File: src/hw/rtl/tail_light_frame_renderer_unit_assert.svh
// Assertion macros shared by the tail light renderer modules.
`ifndef TAIL_LIGHT_FRAME_RENDERER_UNIT_ASSERT_SVH
`define TAIL_LIGHT_FRAME_RENDERER_UNIT_ASSERT_SVH

// Same-cycle implication, disabled while reset is asserted.
`define TLFR_ASSERT_NOW(lbl, clk, rst_n, ante, cons) \
    lbl: assert property (@(posedge clk) disable iff (!(rst_n)) (ante) |-> (cons)) \
        else $error("tlfr assertion failed: same-cycle check");

// Next-cycle implication, disabled while reset is asserted.
`define TLFR_ASSERT_NEXT(lbl, clk, rst_n, ante, cons) \
    lbl: assert property (@(posedge clk) disable iff (!(rst_n)) (ante) |=> (cons)) \
        else $error("tlfr assertion failed: next-cycle check");

`endif

File: src/hw/rtl/tlfr_pkg.sv
// Shared types and constants of the tail light frame renderer.
package tlfr_pkg;

    localparam int LED_COUNT_DEF = 24;

    localparam int LED_IDX_W  = 6;
    localparam int COL_W      = 8;
    localparam int TIME_W     = 32;
    localparam int CFG_IDX_W  = 3;
    localparam int CFG_DATA_W = 16;

    // register indexes on the configuration channel
    localparam logic [CFG_IDX_W-1:0] REG_COMBINED   = 3'd0;
    localparam logic [CFG_IDX_W-1:0] REG_PULSE_CNT  = 3'd1;
    localparam logic [CFG_IDX_W-1:0] REG_PULSE_HALF = 3'd2;
    localparam logic [CFG_IDX_W-1:0] REG_REARM      = 3'd3;
    localparam logic [CFG_IDX_W-1:0] REG_SWEEP      = 3'd4;
    localparam logic [CFG_IDX_W-1:0] REG_TURN_HOLD  = 3'd5;

    // register reset values
    localparam logic [3:0]  RST_PULSE_CNT  = 4'd3;
    localparam logic [9:0]  RST_PULSE_HALF = 10'd60;
    localparam logic [15:0] RST_REARM      = 16'd1500;
    localparam logic [15:0] RST_SWEEP      = 16'd300;
    localparam logic [15:0] RST_TURN_HOLD  = 16'd700;

    // brake lamp modes
    localparam logic [1:0] MODE_IDLE  = 2'd0;
    localparam logic [1:0] MODE_RUN   = 2'd1;
    localparam logic [1:0] MODE_PULSE = 2'd2;
    localparam logic [1:0] MODE_HOLD  = 2'd3;

    // colour levels
    localparam logic [COL_W-1:0] LVL_OFF  = 8'd0;
    localparam logic [COL_W-1:0] LVL_DIM  = 8'd48;
    localparam logic [COL_W-1:0] LVL_AMB  = 8'd80;
    localparam logic [COL_W-1:0] LVL_FULL = 8'd255;

    // shared divider: 32-bit time times a 6-bit zone factor over a 16-bit divisor
    localparam int TRN_M1_W = 6;
    localparam int DIV_NW   = TIME_W + TRN_M1_W;
    localparam int DIV_DW   = 16;

    localparam logic DIV_SEL_PHASE = 1'b0;
    localparam logic DIV_SEL_SWEEP = 1'b1;

    typedef struct packed {
        logic load_in;
        logic update;
        logic div_start;
        logic div_sel;
        logic emit;
    } t_cmd;

    typedef struct packed {
        logic div_done;
        logic last_loaded;
    } t_sts;

endpackage

File: src/hw/rtl/tlfr_if.sv
// Channel interfaces of the tail light frame renderer.
interface tlfr_in_if;
    logic                        valid;
    logic                        ready;
    logic [tlfr_pkg::TIME_W-1:0] now_ms;
    logic                        run_on;
    logic                        run_full;
    logic                        brake_on;
    logic                        turn_on;
    logic                        reverse_on;
    logic                        fog_on;

    modport source (output valid, now_ms, run_on, run_full, brake_on, turn_on,
                    reverse_on, fog_on, input ready);
    modport sink   (input valid, now_ms, run_on, run_full, brake_on, turn_on,
                    reverse_on, fog_on, output ready);
endinterface

interface tlfr_out_if;
    logic                           valid;
    logic                           ready;
    logic [tlfr_pkg::LED_IDX_W-1:0] led_index;
    logic [tlfr_pkg::COL_W-1:0]     red;
    logic [tlfr_pkg::COL_W-1:0]     green;
    logic [tlfr_pkg::COL_W-1:0]     blue;
    logic                           last;

    modport source (output valid, led_index, red, green, blue, last, input ready);
    modport sink   (input valid, led_index, red, green, blue, last, output ready);
endinterface

interface tlfr_cfg_if;
    logic                            valid;
    logic                            ready;
    logic [tlfr_pkg::CFG_IDX_W-1:0]  index;
    logic [tlfr_pkg::CFG_DATA_W-1:0] data;

    modport source (output valid, index, data, input ready);
    modport sink   (input valid, index, data, output ready);
endinterface

File: src/hw/rtl/tlfr_div.sv
// Restoring bit-serial unsigned divider, one quotient bit per cycle.
module tlfr_div #(
    parameter int NW = tlfr_pkg::DIV_NW,
    parameter int DW = tlfr_pkg::DIV_DW
) (
    input  logic          i_clk,
    input  logic          i_rst_n,
    input  logic          i_start,
    input  logic [NW-1:0] i_num,
    input  logic [DW-1:0] i_den,
    output logic          o_busy,
    output logic          o_done,
    output logic [NW-1:0] o_quo
);
    localparam int CNT_W = $clog2(NW);
    localparam logic [CNT_W-1:0] CNT_LAST = CNT_W'(NW - 1);

    logic             r_busy;
    logic             r_done;
    logic [CNT_W-1:0] r_cnt;
    logic [NW-1:0]    r_quo;
    logic [DW-1:0]    r_rem;
    logic [DW-1:0]    r_den;

    logic [DW:0]      rem_sh;
    logic [DW:0]      diff;
    logic             ge;
    logic [DW-1:0]    n_rem;
    logic [NW-1:0]    n_quo;

    always_comb begin
        rem_sh = {r_rem, r_quo[NW-1]};
        diff   = rem_sh - {1'b0, r_den};
        ge     = (rem_sh >= {1'b0, r_den});
        n_rem  = ge ? diff[DW-1:0] : rem_sh[DW-1:0];
        n_quo  = {r_quo[NW-2:0], ge};
    end

    always_ff @(posedge i_clk) begin
        if (!i_rst_n) begin
            r_busy <= 1'b0;
            r_done <= 1'b0;
            r_cnt  <= '0;
        end else begin
            r_done <= 1'b0;
            if (i_start) begin
                r_busy <= 1'b1;
                r_cnt  <= '0;
            end else if (r_busy) begin
                r_cnt <= r_cnt + 1'b1;
                if (r_cnt == CNT_LAST) begin
                    r_busy <= 1'b0;
                    r_done <= 1'b1;
                end
            end
        end
    end

    always_ff @(posedge i_clk) begin
        if (i_start) begin
            r_quo <= i_num;
            r_rem <= '0;
            r_den <= i_den;
        end else if (r_busy) begin
            r_quo <= n_quo;
            r_rem <= n_rem;
        end
    end

    assign o_busy = r_busy;
    assign o_done = r_done;
    assign o_quo  = r_quo;
endmodule

File: src/hw/rtl/tlfr_ctrl.sv
// Frame sequencer of the tail light renderer.
`include "tail_light_frame_renderer_unit_assert.svh"

module tlfr_ctrl (
    input  logic           i_clk,
    input  logic           i_rst_n,
    input  logic           i_in_valid,
    output logic           o_in_ready,
    output tlfr_pkg::t_cmd o_cmd,
    input  tlfr_pkg::t_sts i_sts
);
    localparam logic [2:0] S_IDLE = 3'd0;
    localparam logic [2:0] S_UPD  = 3'd1;
    localparam logic [2:0] S_PST  = 3'd2;
    localparam logic [2:0] S_PW   = 3'd3;
    localparam logic [2:0] S_SST  = 3'd4;
    localparam logic [2:0] S_SW   = 3'd5;
    localparam logic [2:0] S_EMIT = 3'd6;

    logic [2:0] r_state;
    logic [2:0] n_state;

    always_comb begin
        n_state = r_state;
        o_cmd   = '0;
        case (r_state)
            S_IDLE: begin
                if (i_in_valid) begin
                    o_cmd.load_in = 1'b1;
                    n_state       = S_UPD;
                end
            end
            S_UPD: begin
                o_cmd.update = 1'b1;
                n_state      = S_PST;
            end
            S_PST: begin
                o_cmd.div_start = 1'b1;
                o_cmd.div_sel   = tlfr_pkg::DIV_SEL_PHASE;
                n_state         = S_PW;
            end
            S_PW: begin
                o_cmd.div_sel = tlfr_pkg::DIV_SEL_PHASE;
                if (i_sts.div_done) begin
                    n_state = S_SST;
                end
            end
            S_SST: begin
                o_cmd.div_start = 1'b1;
                o_cmd.div_sel   = tlfr_pkg::DIV_SEL_SWEEP;
                n_state         = S_SW;
            end
            S_SW: begin
                o_cmd.div_sel = tlfr_pkg::DIV_SEL_SWEEP;
                if (i_sts.div_done) begin
                    n_state = S_EMIT;
                end
            end
            S_EMIT: begin
                o_cmd.emit = 1'b1;
                if (i_sts.last_loaded) begin
                    n_state = S_IDLE;
                end
            end
            default: begin
                n_state = S_IDLE;
            end
        endcase
    end

    always_ff @(posedge i_clk) begin
        if (!i_rst_n) begin
            r_state <= S_IDLE;
        end else begin
            r_state <= n_state;
        end
    end

    assign o_in_ready = (r_state == S_IDLE);

    `TLFR_ASSERT_NEXT(a_last_ends_frame, i_clk, i_rst_n, i_sts.last_loaded, r_state == S_IDLE)
endmodule

File: src/hw/rtl/tlfr_dp.sv
// Datapath of the tail light renderer: registers, lamp state, divider, pixel output.
`include "tail_light_frame_renderer_unit_assert.svh"

module tlfr_dp #(
    parameter int LED_COUNT = tlfr_pkg::LED_COUNT_DEF
) (
    input  logic                                i_clk,
    input  logic                                i_rst_n,
    input  tlfr_pkg::t_cmd                      i_cmd,
    output tlfr_pkg::t_sts                      o_sts,
    input  logic                                i_cfg_valid,
    input  logic [tlfr_pkg::CFG_IDX_W-1:0]      i_cfg_index,
    input  logic [tlfr_pkg::CFG_DATA_W-1:0]     i_cfg_data,
    input  logic [tlfr_pkg::TIME_W-1:0]         i_now_ms,
    input  logic                                i_run_on,
    input  logic                                i_run_full,
    input  logic                                i_brake_on,
    input  logic                                i_turn_on,
    input  logic                                i_reverse_on,
    input  logic                                i_fog_on,
    output logic                                o_out_valid,
    input  logic                                i_out_ready,
    output logic [tlfr_pkg::LED_IDX_W-1:0]      o_led_index,
    output logic [tlfr_pkg::COL_W-1:0]          o_red,
    output logic [tlfr_pkg::COL_W-1:0]          o_green,
    output logic [tlfr_pkg::COL_W-1:0]          o_blue,
    output logic                                o_last
);
    localparam int TW = tlfr_pkg::TIME_W;
    localparam int NW = tlfr_pkg::DIV_NW;
    localparam int DW = tlfr_pkg::DIV_DW;
    localparam int IW = tlfr_pkg::LED_IDX_W;
    localparam int CW = tlfr_pkg::COL_W;

    // zone bounds, one bit wider than the LED index
    localparam logic [IW:0] C_REV_LEN   = (IW+1)'(LED_COUNT / 3);
    localparam logic [IW:0] C_FOG_START = (IW+1)'(LED_COUNT / 3);
    localparam logic [IW:0] C_FOG_END   = (IW+1)'(2 * (LED_COUNT / 3));
    localparam logic [IW:0] C_TRN_START = (IW+1)'(2 * LED_COUNT / 3);
    localparam logic [IW:0] C_TRN_LEN   = (IW+1)'(LED_COUNT - 2 * LED_COUNT / 3);
    localparam logic [tlfr_pkg::TRN_M1_W-1:0] C_TRN_M1 =
        tlfr_pkg::TRN_M1_W'(LED_COUNT - 2 * LED_COUNT / 3 - 1);
    localparam logic [IW-1:0] C_LAST_IDX = IW'(LED_COUNT - 1);

    // configuration registers
    logic          r_combined;
    logic [3:0]    r_pulse_cnt;
    logic [9:0]    r_pulse_half;
    logic [15:0]   r_rearm;
    logic [15:0]   r_sweep;
    logic [15:0]   r_hold;

    // latched frame inputs
    logic [TW-1:0] r_now;
    logic          r_run;
    logic          r_full;
    logic          r_brake;
    logic          r_turn;
    logic          r_rev;
    logic          r_fog;

    // lamp state
    logic [1:0]    r_mode;
    logic [TW-1:0] r_brake_start;
    logic [TW-1:0] r_brake_rel;
    logic          r_turn_was;
    logic [TW-1:0] r_turn_start;
    logic [TW-1:0] r_turn_seen;

    // per-frame results
    logic          r_engaged;
    logic          r_phase_odd;
    logic [IW:0]   r_lit;

    // output stage
    logic          r_out_valid;
    logic [IW-1:0] r_idx;
    logic [IW-1:0] r_o_idx;
    logic [CW-1:0] r_o_red;
    logic [CW-1:0] r_o_green;
    logic [CW-1:0] r_o_blue;
    logic          r_o_last;

    // update logic
    logic          run_eff;
    logic          brake_eff;
    logic [TW-1:0] dt_rel;
    logic [TW-1:0] dt_start;
    logic [TW-1:0] dt_turn;
    logic [TW-1:0] dt_seen;
    logic [13:0]   pulse_prod;
    logic [14:0]   pulse_time;
    logic [1:0]    n_mode;
    logic [TW-1:0] n_brake_start;
    logic [TW-1:0] n_brake_rel;

    // divider hookup
    logic [NW-1:0] div_num;
    logic [DW-1:0] div_den;
    logic          div_busy;
    logic          div_done;
    logic [NW-1:0] div_quo;
    logic [IW:0]   n_lit;

    // pixel logic
    logic [IW:0]   idx_w;
    logic [CW-1:0] base_r;
    logic [CW-1:0] px_r;
    logic [CW-1:0] px_g;
    logic [CW-1:0] px_b;
    logic          px_load;

    // configuration writes; unknown indexes drop
    always_ff @(posedge i_clk) begin
        if (!i_rst_n) begin
            r_combined   <= 1'b0;
            r_pulse_cnt  <= tlfr_pkg::RST_PULSE_CNT;
            r_pulse_half <= tlfr_pkg::RST_PULSE_HALF;
            r_rearm      <= tlfr_pkg::RST_REARM;
            r_sweep      <= tlfr_pkg::RST_SWEEP;
            r_hold       <= tlfr_pkg::RST_TURN_HOLD;
        end else if (i_cfg_valid) begin
            case (i_cfg_index)
                tlfr_pkg::REG_COMBINED:   r_combined   <= i_cfg_data[0];
                tlfr_pkg::REG_PULSE_CNT:  r_pulse_cnt  <= i_cfg_data[3:0];
                tlfr_pkg::REG_PULSE_HALF: r_pulse_half <= i_cfg_data[9:0];
                tlfr_pkg::REG_REARM:      r_rearm      <= i_cfg_data;
                tlfr_pkg::REG_SWEEP:      r_sweep      <= i_cfg_data;
                tlfr_pkg::REG_TURN_HOLD:  r_hold       <= i_cfg_data;
                default: begin
                end
            endcase
        end
    end

    always_ff @(posedge i_clk) begin
        if (i_cmd.load_in) begin
            r_now   <= i_now_ms;
            r_run   <= i_run_on;
            r_full  <= i_run_full;
            r_brake <= i_brake_on;
            r_turn  <= i_turn_on;
            r_rev   <= i_reverse_on;
            r_fog   <= i_fog_on;
        end
    end

    always_comb begin
        run_eff       = r_combined ? (r_run & ~r_full) : r_run;
        brake_eff     = r_combined ? r_full : r_brake;
        dt_rel        = r_now - r_brake_rel;
        dt_start      = r_now - r_brake_start;
        dt_turn       = r_now - r_turn_start;
        dt_seen       = r_now - r_turn_seen;
        pulse_prod    = 14'(r_pulse_cnt) * 14'(r_pulse_half);
        pulse_time    = {pulse_prod, 1'b0};
        n_mode        = r_mode;
        n_brake_start = r_brake_start;
        n_brake_rel   = r_brake_rel;
        case (r_mode)
            tlfr_pkg::MODE_IDLE, tlfr_pkg::MODE_RUN: begin
                if (brake_eff) begin
                    if (dt_rel >= TW'(r_rearm)) begin
                        n_mode        = tlfr_pkg::MODE_PULSE;
                        n_brake_start = r_now;
                    end else begin
                        n_mode = tlfr_pkg::MODE_HOLD;
                    end
                end else begin
                    n_mode = run_eff ? tlfr_pkg::MODE_RUN : tlfr_pkg::MODE_IDLE;
                end
            end
            tlfr_pkg::MODE_PULSE: begin
                if (!brake_eff) begin
                    n_brake_rel = r_now;
                    n_mode      = run_eff ? tlfr_pkg::MODE_RUN : tlfr_pkg::MODE_IDLE;
                end else if (dt_start >= TW'(pulse_time)) begin
                    n_mode = tlfr_pkg::MODE_HOLD;
                end
            end
            default: begin
                if (!brake_eff) begin
                    n_brake_rel = r_now;
                    n_mode      = run_eff ? tlfr_pkg::MODE_RUN : tlfr_pkg::MODE_IDLE;
                end
            end
        endcase
    end

    always_ff @(posedge i_clk) begin
        if (!i_rst_n) begin
            r_mode        <= tlfr_pkg::MODE_IDLE;
            r_brake_start <= '0;
            r_brake_rel   <= TW'(0) - TW'(tlfr_pkg::RST_REARM);
            r_turn_was    <= 1'b0;
            r_turn_start  <= '0;
            r_turn_seen   <= TW'(0) - TW'(tlfr_pkg::RST_TURN_HOLD);
            r_engaged     <= 1'b0;
        end else if (i_cmd.update) begin
            r_mode        <= n_mode;
            r_brake_start <= n_brake_start;
            r_brake_rel   <= n_brake_rel;
            r_turn_was    <= r_turn;
            if (r_turn && !r_turn_was) begin
                r_turn_start <= r_now;
            end
            if (r_turn) begin
                r_turn_seen <= r_now;
            end
            r_engaged <= r_turn | (dt_seen < TW'(r_hold));
        end
    end

    // flash phase first, then sweep length; both use the same divider
    always_comb begin
        if (i_cmd.div_sel == tlfr_pkg::DIV_SEL_SWEEP) begin
            div_num = NW'(dt_turn) * NW'(C_TRN_M1);
            div_den = r_sweep;
        end else begin
            div_num = NW'(dt_start);
            div_den = DW'(r_pulse_half);
        end
    end

    tlfr_div #(
        .NW (NW),
        .DW (DW)
    ) u_div (
        .i_clk   (i_clk),
        .i_rst_n (i_rst_n),
        .i_start (i_cmd.div_start),
        .i_num   (div_num),
        .i_den   (div_den),
        .o_busy  (div_busy),
        .o_done  (div_done),
        .o_quo   (div_quo)
    );

    always_comb begin
        if (!r_turn) begin
            n_lit = '0;
        end else if (r_sweep == '0) begin
            n_lit = C_TRN_LEN;
        end else if (div_quo >= NW'(C_TRN_LEN)) begin
            n_lit = C_TRN_LEN;
        end else begin
            n_lit = div_quo[IW:0] + 1'b1;
        end
    end

    always_ff @(posedge i_clk) begin
        if (!i_rst_n) begin
            r_phase_odd <= 1'b0;
            r_lit       <= '0;
        end else if (div_done) begin
            if (i_cmd.div_sel == tlfr_pkg::DIV_SEL_SWEEP) begin
                r_lit <= n_lit;
            end else begin
                // a zero half period keeps the phase even
                r_phase_odd <= (r_pulse_half != '0) & div_quo[0];
            end
        end
    end

    // layer base, fog, reverse and turn zone for the current LED
    always_comb begin
        idx_w = {1'b0, r_idx};
        case (r_mode)
            tlfr_pkg::MODE_RUN:   base_r = tlfr_pkg::LVL_DIM;
            tlfr_pkg::MODE_HOLD:  base_r = tlfr_pkg::LVL_FULL;
            tlfr_pkg::MODE_PULSE: base_r = r_phase_odd ? tlfr_pkg::LVL_DIM
                                                       : tlfr_pkg::LVL_FULL;
            default:              base_r = tlfr_pkg::LVL_OFF;
        endcase
        px_r = base_r;
        px_g = tlfr_pkg::LVL_OFF;
        px_b = tlfr_pkg::LVL_OFF;
        if (r_fog && idx_w >= C_FOG_START && idx_w < C_FOG_END) begin
            px_r = tlfr_pkg::LVL_FULL;
            px_g = tlfr_pkg::LVL_OFF;
            px_b = tlfr_pkg::LVL_OFF;
        end
        if (r_rev && idx_w < C_REV_LEN) begin
            px_r = tlfr_pkg::LVL_FULL;
            px_g = tlfr_pkg::LVL_FULL;
            px_b = tlfr_pkg::LVL_FULL;
        end
        if (r_engaged && idx_w >= C_TRN_START) begin
            px_r = tlfr_pkg::LVL_OFF;
            px_g = tlfr_pkg::LVL_OFF;
            px_b = tlfr_pkg::LVL_OFF;
            if (r_turn && idx_w < C_TRN_START + r_lit) begin
                px_r = tlfr_pkg::LVL_FULL;
                px_g = tlfr_pkg::LVL_AMB;
                px_b = tlfr_pkg::LVL_OFF;
            end
        end
    end

    assign px_load = i_cmd.emit & (~r_out_valid | i_out_ready);

    always_ff @(posedge i_clk) begin
        if (!i_rst_n) begin
            r_out_valid <= 1'b0;
            r_idx       <= '0;
        end else begin
            if (px_load) begin
                r_out_valid <= 1'b1;
                r_idx       <= (r_idx == C_LAST_IDX) ? '0 : r_idx + 1'b1;
            end else if (i_out_ready) begin
                r_out_valid <= 1'b0;
            end
        end
    end

    always_ff @(posedge i_clk) begin
        if (px_load) begin
            r_o_idx   <= r_idx;
            r_o_red   <= px_r;
            r_o_green <= px_g;
            r_o_blue  <= px_b;
            r_o_last  <= (r_idx == C_LAST_IDX);
        end
    end

    assign o_sts.div_done    = div_done;
    assign o_sts.last_loaded = px_load & (r_idx == C_LAST_IDX);

    assign o_out_valid = r_out_valid;
    assign o_led_index = r_o_idx;
    assign o_red       = r_o_red;
    assign o_green     = r_o_green;
    assign o_blue      = r_o_blue;
    assign o_last      = r_o_last;

    `TLFR_ASSERT_NOW(a_div_start_idle, i_clk, i_rst_n, i_cmd.div_start, !div_busy)
    `TLFR_ASSERT_NOW(a_lit_in_zone, i_clk, i_rst_n, 1'b1, r_lit <= C_TRN_LEN)
    `TLFR_ASSERT_NOW(a_frame_starts_at_zero, i_clk, i_rst_n, i_cmd.load_in, r_idx == '0)
endmodule

File: src/hw/rtl/tail_light_frame_renderer_unit.sv
// Top level of the tail light frame renderer.
//
//  channel    | direction | payload                                        | handshake
//  -----------+-----------+------------------------------------------------+------------
//  i_cfg_ch   | in        | index (3 b), data (16 b)                       | valid/ready
//  i_in_ch    | in        | now_ms, run_on, run_full, brake_on, turn_on,   | valid/ready
//             |           | reverse_on, fog_on                             |
//  o_out_ch   | out       | led_index, red, green, blue, last              | valid/ready
//
// One frame transaction in gives LED_COUNT LED transactions out, LED 0 first.
// A frame runs in these steps: latch the inputs, advance the lamp state, then two
// passes of the one-bit-per-cycle divider (38 quotient bits each, flash phase and
// sweep length), then one LED per cycle while the output is not stalled.
// The next frame is taken once the last LED of the current one sits in the output
// register. Output stalls hold the LED in its register and freeze the LED counter.
// Reset is synchronous, active low; the configuration channel is always ready.
module tail_light_frame_renderer_unit #(
    parameter int LED_COUNT = tlfr_pkg::LED_COUNT_DEF
) (
    input  logic        i_clk,
    input  logic        i_rst_n,
    tlfr_cfg_if.sink    i_cfg_ch,
    tlfr_in_if.sink     i_in_ch,
    tlfr_out_if.source  o_out_ch
);
    tlfr_pkg::t_cmd cmd;
    tlfr_pkg::t_sts sts;
    logic           in_ready;

    // register writes never stall
    assign i_cfg_ch.ready = 1'b1;
    assign i_in_ch.ready  = in_ready;

    tlfr_ctrl u_ctrl (
        .i_clk      (i_clk),
        .i_rst_n    (i_rst_n),
        .i_in_valid (i_in_ch.valid),
        .o_in_ready (in_ready),
        .o_cmd      (cmd),
        .i_sts      (sts)
    );

    tlfr_dp #(
        .LED_COUNT (LED_COUNT)
    ) u_dp (
        .i_clk        (i_clk),
        .i_rst_n      (i_rst_n),
        .i_cmd        (cmd),
        .o_sts        (sts),
        .i_cfg_valid  (i_cfg_ch.valid),
        .i_cfg_index  (i_cfg_ch.index),
        .i_cfg_data   (i_cfg_ch.data),
        .i_now_ms     (i_in_ch.now_ms),
        .i_run_on     (i_in_ch.run_on),
        .i_run_full   (i_in_ch.run_full),
        .i_brake_on   (i_in_ch.brake_on),
        .i_turn_on    (i_in_ch.turn_on),
        .i_reverse_on (i_in_ch.reverse_on),
        .i_fog_on     (i_in_ch.fog_on),
        .o_out_valid  (o_out_ch.valid),
        .i_out_ready  (o_out_ch.ready),
        .o_led_index  (o_out_ch.led_index),
        .o_red        (o_out_ch.red),
        .o_green      (o_out_ch.green),
        .o_blue       (o_out_ch.blue),
        .o_last       (o_out_ch.last)
    );
endmodule

File: src/flat_wrapper.sv
// flat-port wrapper written by rule: the top's interface ports become plain ports
module tail_light_frame_renderer_unit_flat 
#(
    parameter int LED_COUNT = tlfr_pkg::LED_COUNT_DEF
)
  (i_clk, i_rst_n, i_cfg_ch_valid, i_cfg_ch_index, i_cfg_ch_data, i_cfg_ch_ready, i_in_ch_valid, i_in_ch_now_ms, i_in_ch_run_on, i_in_ch_run_full, i_in_ch_brake_on, i_in_ch_turn_on, i_in_ch_reverse_on, i_in_ch_fog_on, i_in_ch_ready, o_out_ch_valid, o_out_ch_led_index, o_out_ch_red, o_out_ch_green, o_out_ch_blue, o_out_ch_last, o_out_ch_ready);
  tlfr_cfg_if i_cfg_ch_i ();
  tlfr_in_if i_in_ch_i ();
  tlfr_out_if o_out_ch_i ();
  input  logic i_clk;
  input  logic i_rst_n;
  input wire logic [$bits(i_cfg_ch_i.valid)-1:0] i_cfg_ch_valid;
  input wire logic [$bits(i_cfg_ch_i.index)-1:0] i_cfg_ch_index;
  input wire logic [$bits(i_cfg_ch_i.data)-1:0] i_cfg_ch_data;
  output wire logic [$bits(i_cfg_ch_i.ready)-1:0] i_cfg_ch_ready;
  input wire logic [$bits(i_in_ch_i.valid)-1:0] i_in_ch_valid;
  input wire logic [$bits(i_in_ch_i.now_ms)-1:0] i_in_ch_now_ms;
  input wire logic [$bits(i_in_ch_i.run_on)-1:0] i_in_ch_run_on;
  input wire logic [$bits(i_in_ch_i.run_full)-1:0] i_in_ch_run_full;
  input wire logic [$bits(i_in_ch_i.brake_on)-1:0] i_in_ch_brake_on;
  input wire logic [$bits(i_in_ch_i.turn_on)-1:0] i_in_ch_turn_on;
  input wire logic [$bits(i_in_ch_i.reverse_on)-1:0] i_in_ch_reverse_on;
  input wire logic [$bits(i_in_ch_i.fog_on)-1:0] i_in_ch_fog_on;
  output wire logic [$bits(i_in_ch_i.ready)-1:0] i_in_ch_ready;
  output wire logic [$bits(o_out_ch_i.valid)-1:0] o_out_ch_valid;
  output wire logic [$bits(o_out_ch_i.led_index)-1:0] o_out_ch_led_index;
  output wire logic [$bits(o_out_ch_i.red)-1:0] o_out_ch_red;
  output wire logic [$bits(o_out_ch_i.green)-1:0] o_out_ch_green;
  output wire logic [$bits(o_out_ch_i.blue)-1:0] o_out_ch_blue;
  output wire logic [$bits(o_out_ch_i.last)-1:0] o_out_ch_last;
  input wire logic [$bits(o_out_ch_i.ready)-1:0] o_out_ch_ready;
  assign i_cfg_ch_i.valid = i_cfg_ch_valid;
  assign i_cfg_ch_i.index = i_cfg_ch_index;
  assign i_cfg_ch_i.data = i_cfg_ch_data;
  assign i_cfg_ch_ready = i_cfg_ch_i.ready;
  assign i_in_ch_i.valid = i_in_ch_valid;
  assign i_in_ch_i.now_ms = i_in_ch_now_ms;
  assign i_in_ch_i.run_on = i_in_ch_run_on;
  assign i_in_ch_i.run_full = i_in_ch_run_full;
  assign i_in_ch_i.brake_on = i_in_ch_brake_on;
  assign i_in_ch_i.turn_on = i_in_ch_turn_on;
  assign i_in_ch_i.reverse_on = i_in_ch_reverse_on;
  assign i_in_ch_i.fog_on = i_in_ch_fog_on;
  assign i_in_ch_ready = i_in_ch_i.ready;
  assign o_out_ch_valid = o_out_ch_i.valid;
  assign o_out_ch_led_index = o_out_ch_i.led_index;
  assign o_out_ch_red = o_out_ch_i.red;
  assign o_out_ch_green = o_out_ch_i.green;
  assign o_out_ch_blue = o_out_ch_i.blue;
  assign o_out_ch_last = o_out_ch_i.last;
  assign o_out_ch_i.ready = o_out_ch_ready;
  tail_light_frame_renderer_unit #(.LED_COUNT(LED_COUNT)) u_core (.i_clk(i_clk), .i_rst_n(i_rst_n), .i_cfg_ch(i_cfg_ch_i), .i_in_ch(i_in_ch_i), .o_out_ch(o_out_ch_i));
endmodule
File: config.mk
export PLATFORM = sky130hd
export DESIGN_NAME = tail_light_frame_renderer_unit_flat
export DESIGN_NICKNAME = d
export VERILOG_FILES = /design/src/hw/rtl/tlfr_pkg.sv /design/src/hw/rtl/tlfr_if.sv /design/src/hw/rtl/tlfr_div.sv /design/src/hw/rtl/tlfr_ctrl.sv /design/src/hw/rtl/tlfr_dp.sv /design/src/hw/rtl/tail_light_frame_renderer_unit.sv /design/src/flat_wrapper.sv
export VERILOG_INCLUDE_DIRS = /design/src /design/src/hw/rtl
export SDC_FILE = /design/constraint.sdc
export NUM_CORES = 1
export LEC_CHECK = 0
export ABC_AREA = 1
export BUFFER_PORTS_ARGS = -buffer_cell sky130_fd_sc_hd__buf_2
export CAP_MARGIN = 20
export CORE_UTILIZATION = 55
export CTS_CLUSTER_DIAMETER = 80
export CTS_CLUSTER_SIZE = 14
export DETAILED_ROUTE_END_ITERATION = 10
export GPL_TIMING_DRIVEN = 0
export PLACE_DENSITY = 0.73
export SYNTH_ARGS = -nofsm -noshare
export SYNTH_HDL_FRONTEND = slang
export SYNTH_SLANG_ARGS = --single-unit
File: constraint.sdc
create_clock -name i_clk -period 9.2 [get_ports i_clk]
set_clock_uncertainty 0.15 [all_clocks]
set_input_delay 1.38 -clock i_clk [delete_from_list [all_inputs] [get_ports i_clk]]
set_output_delay 1.38 -clock i_clk [all_outputs]
set_load 0.01 [all_outputs]
==> summary.md, run 1 <==
| Metric | Value |
|---|---|
| CTS H-tree depth | 1 |
| Residual DRC | 0 |
| Worst EP arrival | 6520 ps |
| Antenna diode count | 0 |
| Max-Cap Viols | 0 |
| I/O Buffers | 94 |
| Postcts setup bufs | 0 |
| Synth cell types | 47 |
| Vias in the first global route | 23.79k |
| Tcrit/Tclk final | 68.07% |
| Unrepaired setup endpoints after global routing | no |
| Worst-margin pin slew | 998.5 ps |
| Final setup viols | 0 |
| Area share of the largest cell type after synthesis | 17.34% |
| Critical path class | flip-flop to flip-flop |
| Initial Util | 55.79% |
| Chip width | 225.1 µm |
| Mean Syn Cell Area | 6.735 µm² |
| Clock latency on the worst-skew pair | 600 ps |
| Final min period | 6263 ps |
| # IOs | 96 |
| Antenna violations before repair | 1 |
| Netlist Area Pre-Place | 27370 µm² |
| Final #Nets | 4558 |
| Reg2Reg Depth | 23 |
| Clock-pin slew on the worst setup and hold paths | 70 ps |
| Clock Tree Root | clkbuf_16 |
| Post-Syn Nets | 4427 |
| Layout cell share with drive strength beyond 1 | 4.580% |
| Fmax | 159.7 MHz |
| CTS hold repair buffers | 0 |
| DRT iter0 DRCs | 2203 |
| Synth area leader | dfxtp_1 |
| Inserted Clock Buffers | 31 |
| Ys async rst share | 0% |
| Syn Inst Count | 4063 |
| Drt wl/cell | 16.38 µm |
| Gr ovfl total | 0 |
| Top-count cell post-synth | nand2_1 |
| EDFF count, synth | 103 |
| First-pass GRT wire length | 125.8 mm |
| FF+latch count, synth | 340 |
| Largest cells by area after synthesis | dfxtp_1 17%, nand2_1 15%, ha_1 11%, edfxtp_1 11%, inv_1 9.8% |
| Detailed-placement wirelength estimate | 65.02 mm |
| Detailed Route WL | 79.92 mm |
| Global Route Usage Sum | 31.34% |
| CTS tree | built |
| WP data required | 9450 ps |
| Sequential element share of the synthesized area | 28.64% |
| Post-CTS resize count | 0 |
| Worst setup EP type | flip-flop |
| Die Span Y | 225.1 µm |
| Hold crit path type | flip-flop to flip-flop |
| Worst Setup Start Kind | flip-flop |
| Area Overhead vs Synth | 8.358% |
| Most common flop cell mapped by yosys | dfxtp_1 |
| Routability cong. | 0.9822 |
| Vias | 26.12k |
| Slew Viols, Final | 0 |
| Hold path cells | 2 |
| First-pass DRT Iterations | 6 |
| Final Hold Violating Endpoints | 0 |
| Vias/cell | 5.354 |
| Largest net degree at the start of global routing | 40 |
| Antenna-violating nets left | 0 |
| Total clock sinks | 340 |
| Status | finished clean |
| Slew margin rel. | 33.43% |
| Crit path max fanout | 11 |
| Setup TNS | 0 ps |
| Ys Warns | 0 |
| Hold_ws | 311.9 ps |
| Die footprint | 50650 µm² |
| Clock Path Buffers | 3 |
| CORE AREA | 49050 µm² |
| Post-synth top cells | 1071 x nand2_1, 713 x inv_1, 427 x nor2_1, 293 x a21oi_1, 249 x ha_1 |
| # rows | 81 |
## kinds of logic (layout without fill, tap and decap cells)
family	count (synthesis)	count (layout)	synth area share (%)
simple gates	1815	1815	27.10
buf+inv	820	971	11.73
compound gates	680	680	13.89
flops	340	340	28.64
fa+ha+maj	302	302	15.26
xor+xnor	105	105	3.360
other cells	1	1	0.01370
## critical path, cell delays in order, from the launching register on
cell and delay, ps:
edfxtp_1 690, ha_1 420, nand3_1 70, nand2_1 100, a21oi_1 100, o21ai_0 560, nand3_1 130, nand2_1 160
nand2_1 70, nand2_1 110, a21oi_1 120, o21ai_0 210, xor2_1 550, fa_1 530, ha_1 410, nand2_1 150
nor4_1 460, nand3_1 120, nand3_1 170, nand2_1 70, o211ai_1 140, a21oi_1 130, xor2_1 160, o21ai_0 270
## state kept, by name, indices dropped and copies added, names as in the netlist, 2 cells and up
signal and cells:
u_core.u_dp.u_div.o_quo 38, u_core.u_dp.r_brake_rel 32, u_core.u_dp.r_brake_start 32, u_core.u_dp.r_now 32, u_core.u_dp.r_turn_seen 32, u_core.u_dp.r_turn_start 32
u_core.u_dp.r_hold 16, u_core.u_dp.r_rearm 16, u_core.u_dp.r_sweep 16, u_core.u_dp.u_div.r_den 16, u_core.u_dp.u_div.r_rem 16, u_core.u_dp.r_pulse_half 10
u_core.u_dp.r_lit 7, u_core.u_dp.o_led_index 6, u_core.u_dp.r_idx 6, u_core.u_dp.u_div.r_cnt 6, u_core.u_dp.r_pulse_cnt 4, u_core.u_ctrl.r_state 3
u_core.u_dp.o_red 2, u_core.u_dp.r_mode 2
## per-layer routing
metal / share of wire (%) / vias to the layer above / track usage [%]
li1: - / 13243 / -
met1: 45 / 11884 / 43.78
met2: 45 / 850 / 51.39
met3: 7.0 / 138 / 3.299
met4: 2.7 / 2 / 8.383
met5: 0.016 / - / 0
## final timing paths
kind	startpoint	end	slack, ps
setup / recovery	u_core.u_dp.r_now[1]	u_core.u_dp.u_div.o_quo[33]	2940
hold / removal	u_core.u_dp.r_pulse_cnt[1]	u_core.u_dp.r_pulse_cnt[1]	310
setup reg to reg	u_core.u_dp.r_now[1]	u_core.u_dp.u_div.o_quo[33]	2940
hold reg to reg	u_core.u_dp.r_pulse_cnt[1]	u_core.u_dp.r_pulse_cnt[1]	310
## through the flow
step           setup slack [ps]  std cells  util (%)  instance area, µm²
2_1_floorplan              4308       4063         -               27370
3_3_place_gp               3062       4821     58.44               28670
3_5_place_dp               3062       4824     58.58               28730
4_1_cts                    3042       4877     60.44               29650
5_1_grt                    2544       4878     60.45               29650
6_report                   2937       4878     60.45               29650
## layout by cell type (no fill, tap or decap), drive strengths merged, types with 35 or more instances in the layout
cell,count
a21oi,293
buf,129
clkbuf,114
dfxtp,237
edfxtp,103
fa,53
ha,249
inv,723
nand2,1077
nand3,164
nand4,40
nor2,428
nor3,35
o211ai,40
o21ai,216
xor2,84
## area by class of cell
cell class | instances | area (µm²)
fill | 4838 | 19400
multi-input combinational | 2903 | 16330
sequential | 340 | 7838
inverter | 720 | 2703
tap | 664 | 830.8
clock buffer | 45 | 828.3
timing repair buffer | 98 | 534.3
buffer | 100 | 508.0
clock inverter | 8 | 86.33
Power of run 1 is left out: the tool's default activity adds up to more than one toggle a clock period on the data nets, which glitch-free logic cannot reach.
==> run 2: changes to the inputs <==
Settings changed: PLACE_DENSITY 0.73 to 0.76.
Clock period 9.2 ns to 5.55 ns, I/O delays scaled along.
==> run 2 against run 1 <==
Net effect:
- utilization grew 1.0 points
- critical path depth grew 4
- sequential cell count is the same
- cell count grew 0.35%
- worst setup slack lost 2700 ps
- highest routed layer is now met4
==> summary.md, run 2 (same netlist as run 1, synthesis figures left out) <==
| Metric | Value |
|---|---|
| Die Span Y | 225.1 µm (unchanged) |
| Status | finished clean |
| Unrepaired setup endpoints after global routing | yes |
| Most common cell after layout, fill and taps aside | nand2_1 |
| Die footprint | 50650 µm² (unchanged) |
| Inserted Clock Buffers | 31 (unchanged) |
| Worst slack, placed | -480.7 ps (-3543 ps) |
| # rows | 81 (unchanged) |
| Initial Util | 55.79% (unchanged) |
| Antenna-violating nets left | 0 (unchanged) |
| I/O Buffers | 94 (unchanged) |
| Slew margin rel. | 29.05% (-4.4 points) |
| Final setup viols | 0 (unchanged) |
| R2R Path Start | u_core.u_dp.r_now[0] |
| Detailed-placement wirelength estimate | 65.87 mm (+1.3%) |
| Routability cong. | 0.9690 (-1.3%) |
| First-pass DRT Iterations | 6 (unchanged) |
| Placed cell areas | 28750 µm² (about the same) |
| CTS tree | built |
| Final min period | 5348 ps (-914.5 ps) |
| Vias | 26.39k (+1.0%) |
| Antenna diode count | 0 (unchanged) |
| Hold EP | u_core.u_dp.r_now[4] |
| Worst R2R End | u_core.u_dp.u_div.o_quo[34] |
| Final #Nets | 4576 (+0.39%) |
| Global Route Usage Sum | 32.15% (+0.81 points) |
| Clock Tree Root | clkbuf_16 |
| Worst EP arrival | 5550 ps (-970 ps) |
| Setup TNS | 0 ps (unchanged) |
| Worst setup EP type | flip-flop |
| Clock latency on the worst-skew pair | 610 ps (about the same) |
| Reg2Reg Depth | 27 (+17%) |
| Largest net degree at the start of global routing | 40 (unchanged) |
| Detailed Route WL | 81.96 mm (+2.5%) |
| Vias/cell | 5.391 (+0.68%) |
| Gr ovfl total | 0 (unchanged) |
| Antenna violations before repair | 0 (-1) |
| Total clock sinks | 340 (unchanged) |
| Residual DRC | 0 (unchanged) |
| DRT iter0 DRCs | 2302 (+4.5%) |
| Tcrit/Tclk final | 96.36% (+28 points) |
| Hold crit path type | input port to flip-flop |
| Clock Path Buffers | 3 (unchanged) |
| # IOs | 96 (unchanged) |
| First-pass GRT wire length | 128.4 mm (+2.1%) |
| Layout cell share with drive strength beyond 1 | 6.074% (+1.5 points) |
| Worst Setup Start Kind | flip-flop |
| Slew Viols, Final | 0 (unchanged) |
| Post-route cell area | 30150 µm² (+1.7%) |
| Chip width | 225.1 µm (unchanged) |
| WP data required | 5750 ps (-3700 ps) |
| Area Overhead vs Synth | 10.19% |
| Clock-pin slew on the worst setup and hold paths | 70 ps (about the same) |
| CTS hold repair buffers | 0 (unchanged) |
| Critical path class | flip-flop to flip-flop |
| Crit path max fanout | 5 (-6) |
| Flip-flop count of the largest register after layout | 38 (unchanged) |
| Vias in the first global route | 24.32k (+2.2%) |
| Worst-margin pin slew | 1064 ps (+65.80 ps) |
| Drt wl/cell | 16.74 µm (+2.2%) |
| CTS H-tree depth | 1 (unchanged) |
| Commonest non-fill, non-tap cells in the layout | 1067 x nand2_1, 711 x inv_1, 426 x nor2_1, 285 x a21oi_1, 243 x ha_1 |
| CORE AREA | 49050 µm² (unchanged) |
| Final Hold Violating Endpoints | 0 (unchanged) |
| Fmax | 187.0 MHz (+17%) |
| Hold_ws | 247.7 ps (-64.24 ps) |
| HP Start | i_in_ch_now_ms[4] |
| Setup ws final | 201.9 ps (-2735 ps) |
| Hold path cells | 1 (-1) |
| Max-Cap Viols | 0 (unchanged) |
| Reg2reg setup slack | 200 ps (-2740 ps) |
run 2: changes by cell type in the layout (fill, tap and decap cells not counted), moves of 5 or more:
cell and change:
xor2_2 +5, a21oi_2 +6, xnor2_1 -5, a21oi_1 -8, ha_4 +5, ha_1 -6, buf_4 +19, o21ai_0 -5
clkbuf_1 -5, xor2_1 -7
run 2: layout make-up:
cell class	count	area, µm²
fill	4699	18900
multi-input combinational	2903	16640
sequential	340	7839
inverter	720	2706
clock buffer	45	870.8
tap	664	830.8
timing repair buffer	118	690.7
buffer	98	504.2
clock inverter	7	76.32
run 2: worst max-delay path, cell delays in order, from the launching register on:
cell	delay [ps]
edfxtp_1	430
clkinvlp_4	130
ha_1	150
inv_1	60
fa_1	380
nand2_1	100
nand2_1	80
o21ai_2	90
o21ai_2	110
nand3_1	120
nand2_1	130
nand2_1	80
nand2_1	130
a21oi_2	190
inv_1	80
nand2_1	70
nand2_2	110
xor2_4	270
fa_1	450
ha_1	390
a21o_1	220
a21oi_1	220
o21ai_0	180
a221oi_2	280
nand2_1	140
nand4_1	90
a21oi_1	80
a21o_1	180
run 2: worst max path at each step:
| stage | cells past startpoint | endpoint | slack, ps | startpoint |
|---|---|---|---|---|
| after CTS | 29 | u_core.u_dp.u_div.o_quo[29] | 4 | u_core.u_dp.r_now[0] |
| after detailed placement | 23 | u_core.u_dp.u_div.o_quo[29] | -480 | u_core.u_dp.r_now[2] |
| after global placement | 26 | u_core.u_dp.u_div.o_quo[29] | -480 | u_core.u_dp.r_now[0] |
| final | 27 | u_core.u_dp.u_div.o_quo[34] | 200 | u_core.u_dp.r_now[0] |
| after floorplan | 26 | u_core.u_dp.u_div.o_quo[33] | 660 | u_core.u_dp.r_now[0] |
| after global routing | 30 | u_core.u_dp.u_div.o_quo[29] | -50 | u_core.u_dp.r_now[0] |
run 2: per-layer routing:
| layer | vias to the layer above | global-route usage [%] | wire length (µm) |
|---|---|---|---|
| met5 | - | 0 | 0 |
| met1 | 12018 | 42.99 | 35960 |
| met3 | 199 | 3.598 | 5358 |
| met4 | 0 | 12.53 | 3597 |
| li1 | 13292 | - | - |
| met2 | 878 | 53.08 | 37040 |
run 2: what timing repair did:
action,in CTS,in global routing
pin swaps,1,9
gates resized for setup,12,51
cloned,0,0
buffers inserted,10,9
endpoints found under the setup margin,20,21
run 2: stage by stage:
step	utilization (%)	cells
after floorplan	-	4063
after CTS	60.81	4887
final	61.47	4895
after detailed placement	58.60	4825
after global placement	58.44	4821
after global routing	61.47	4895
Power of run 2 is left out for the same reason.
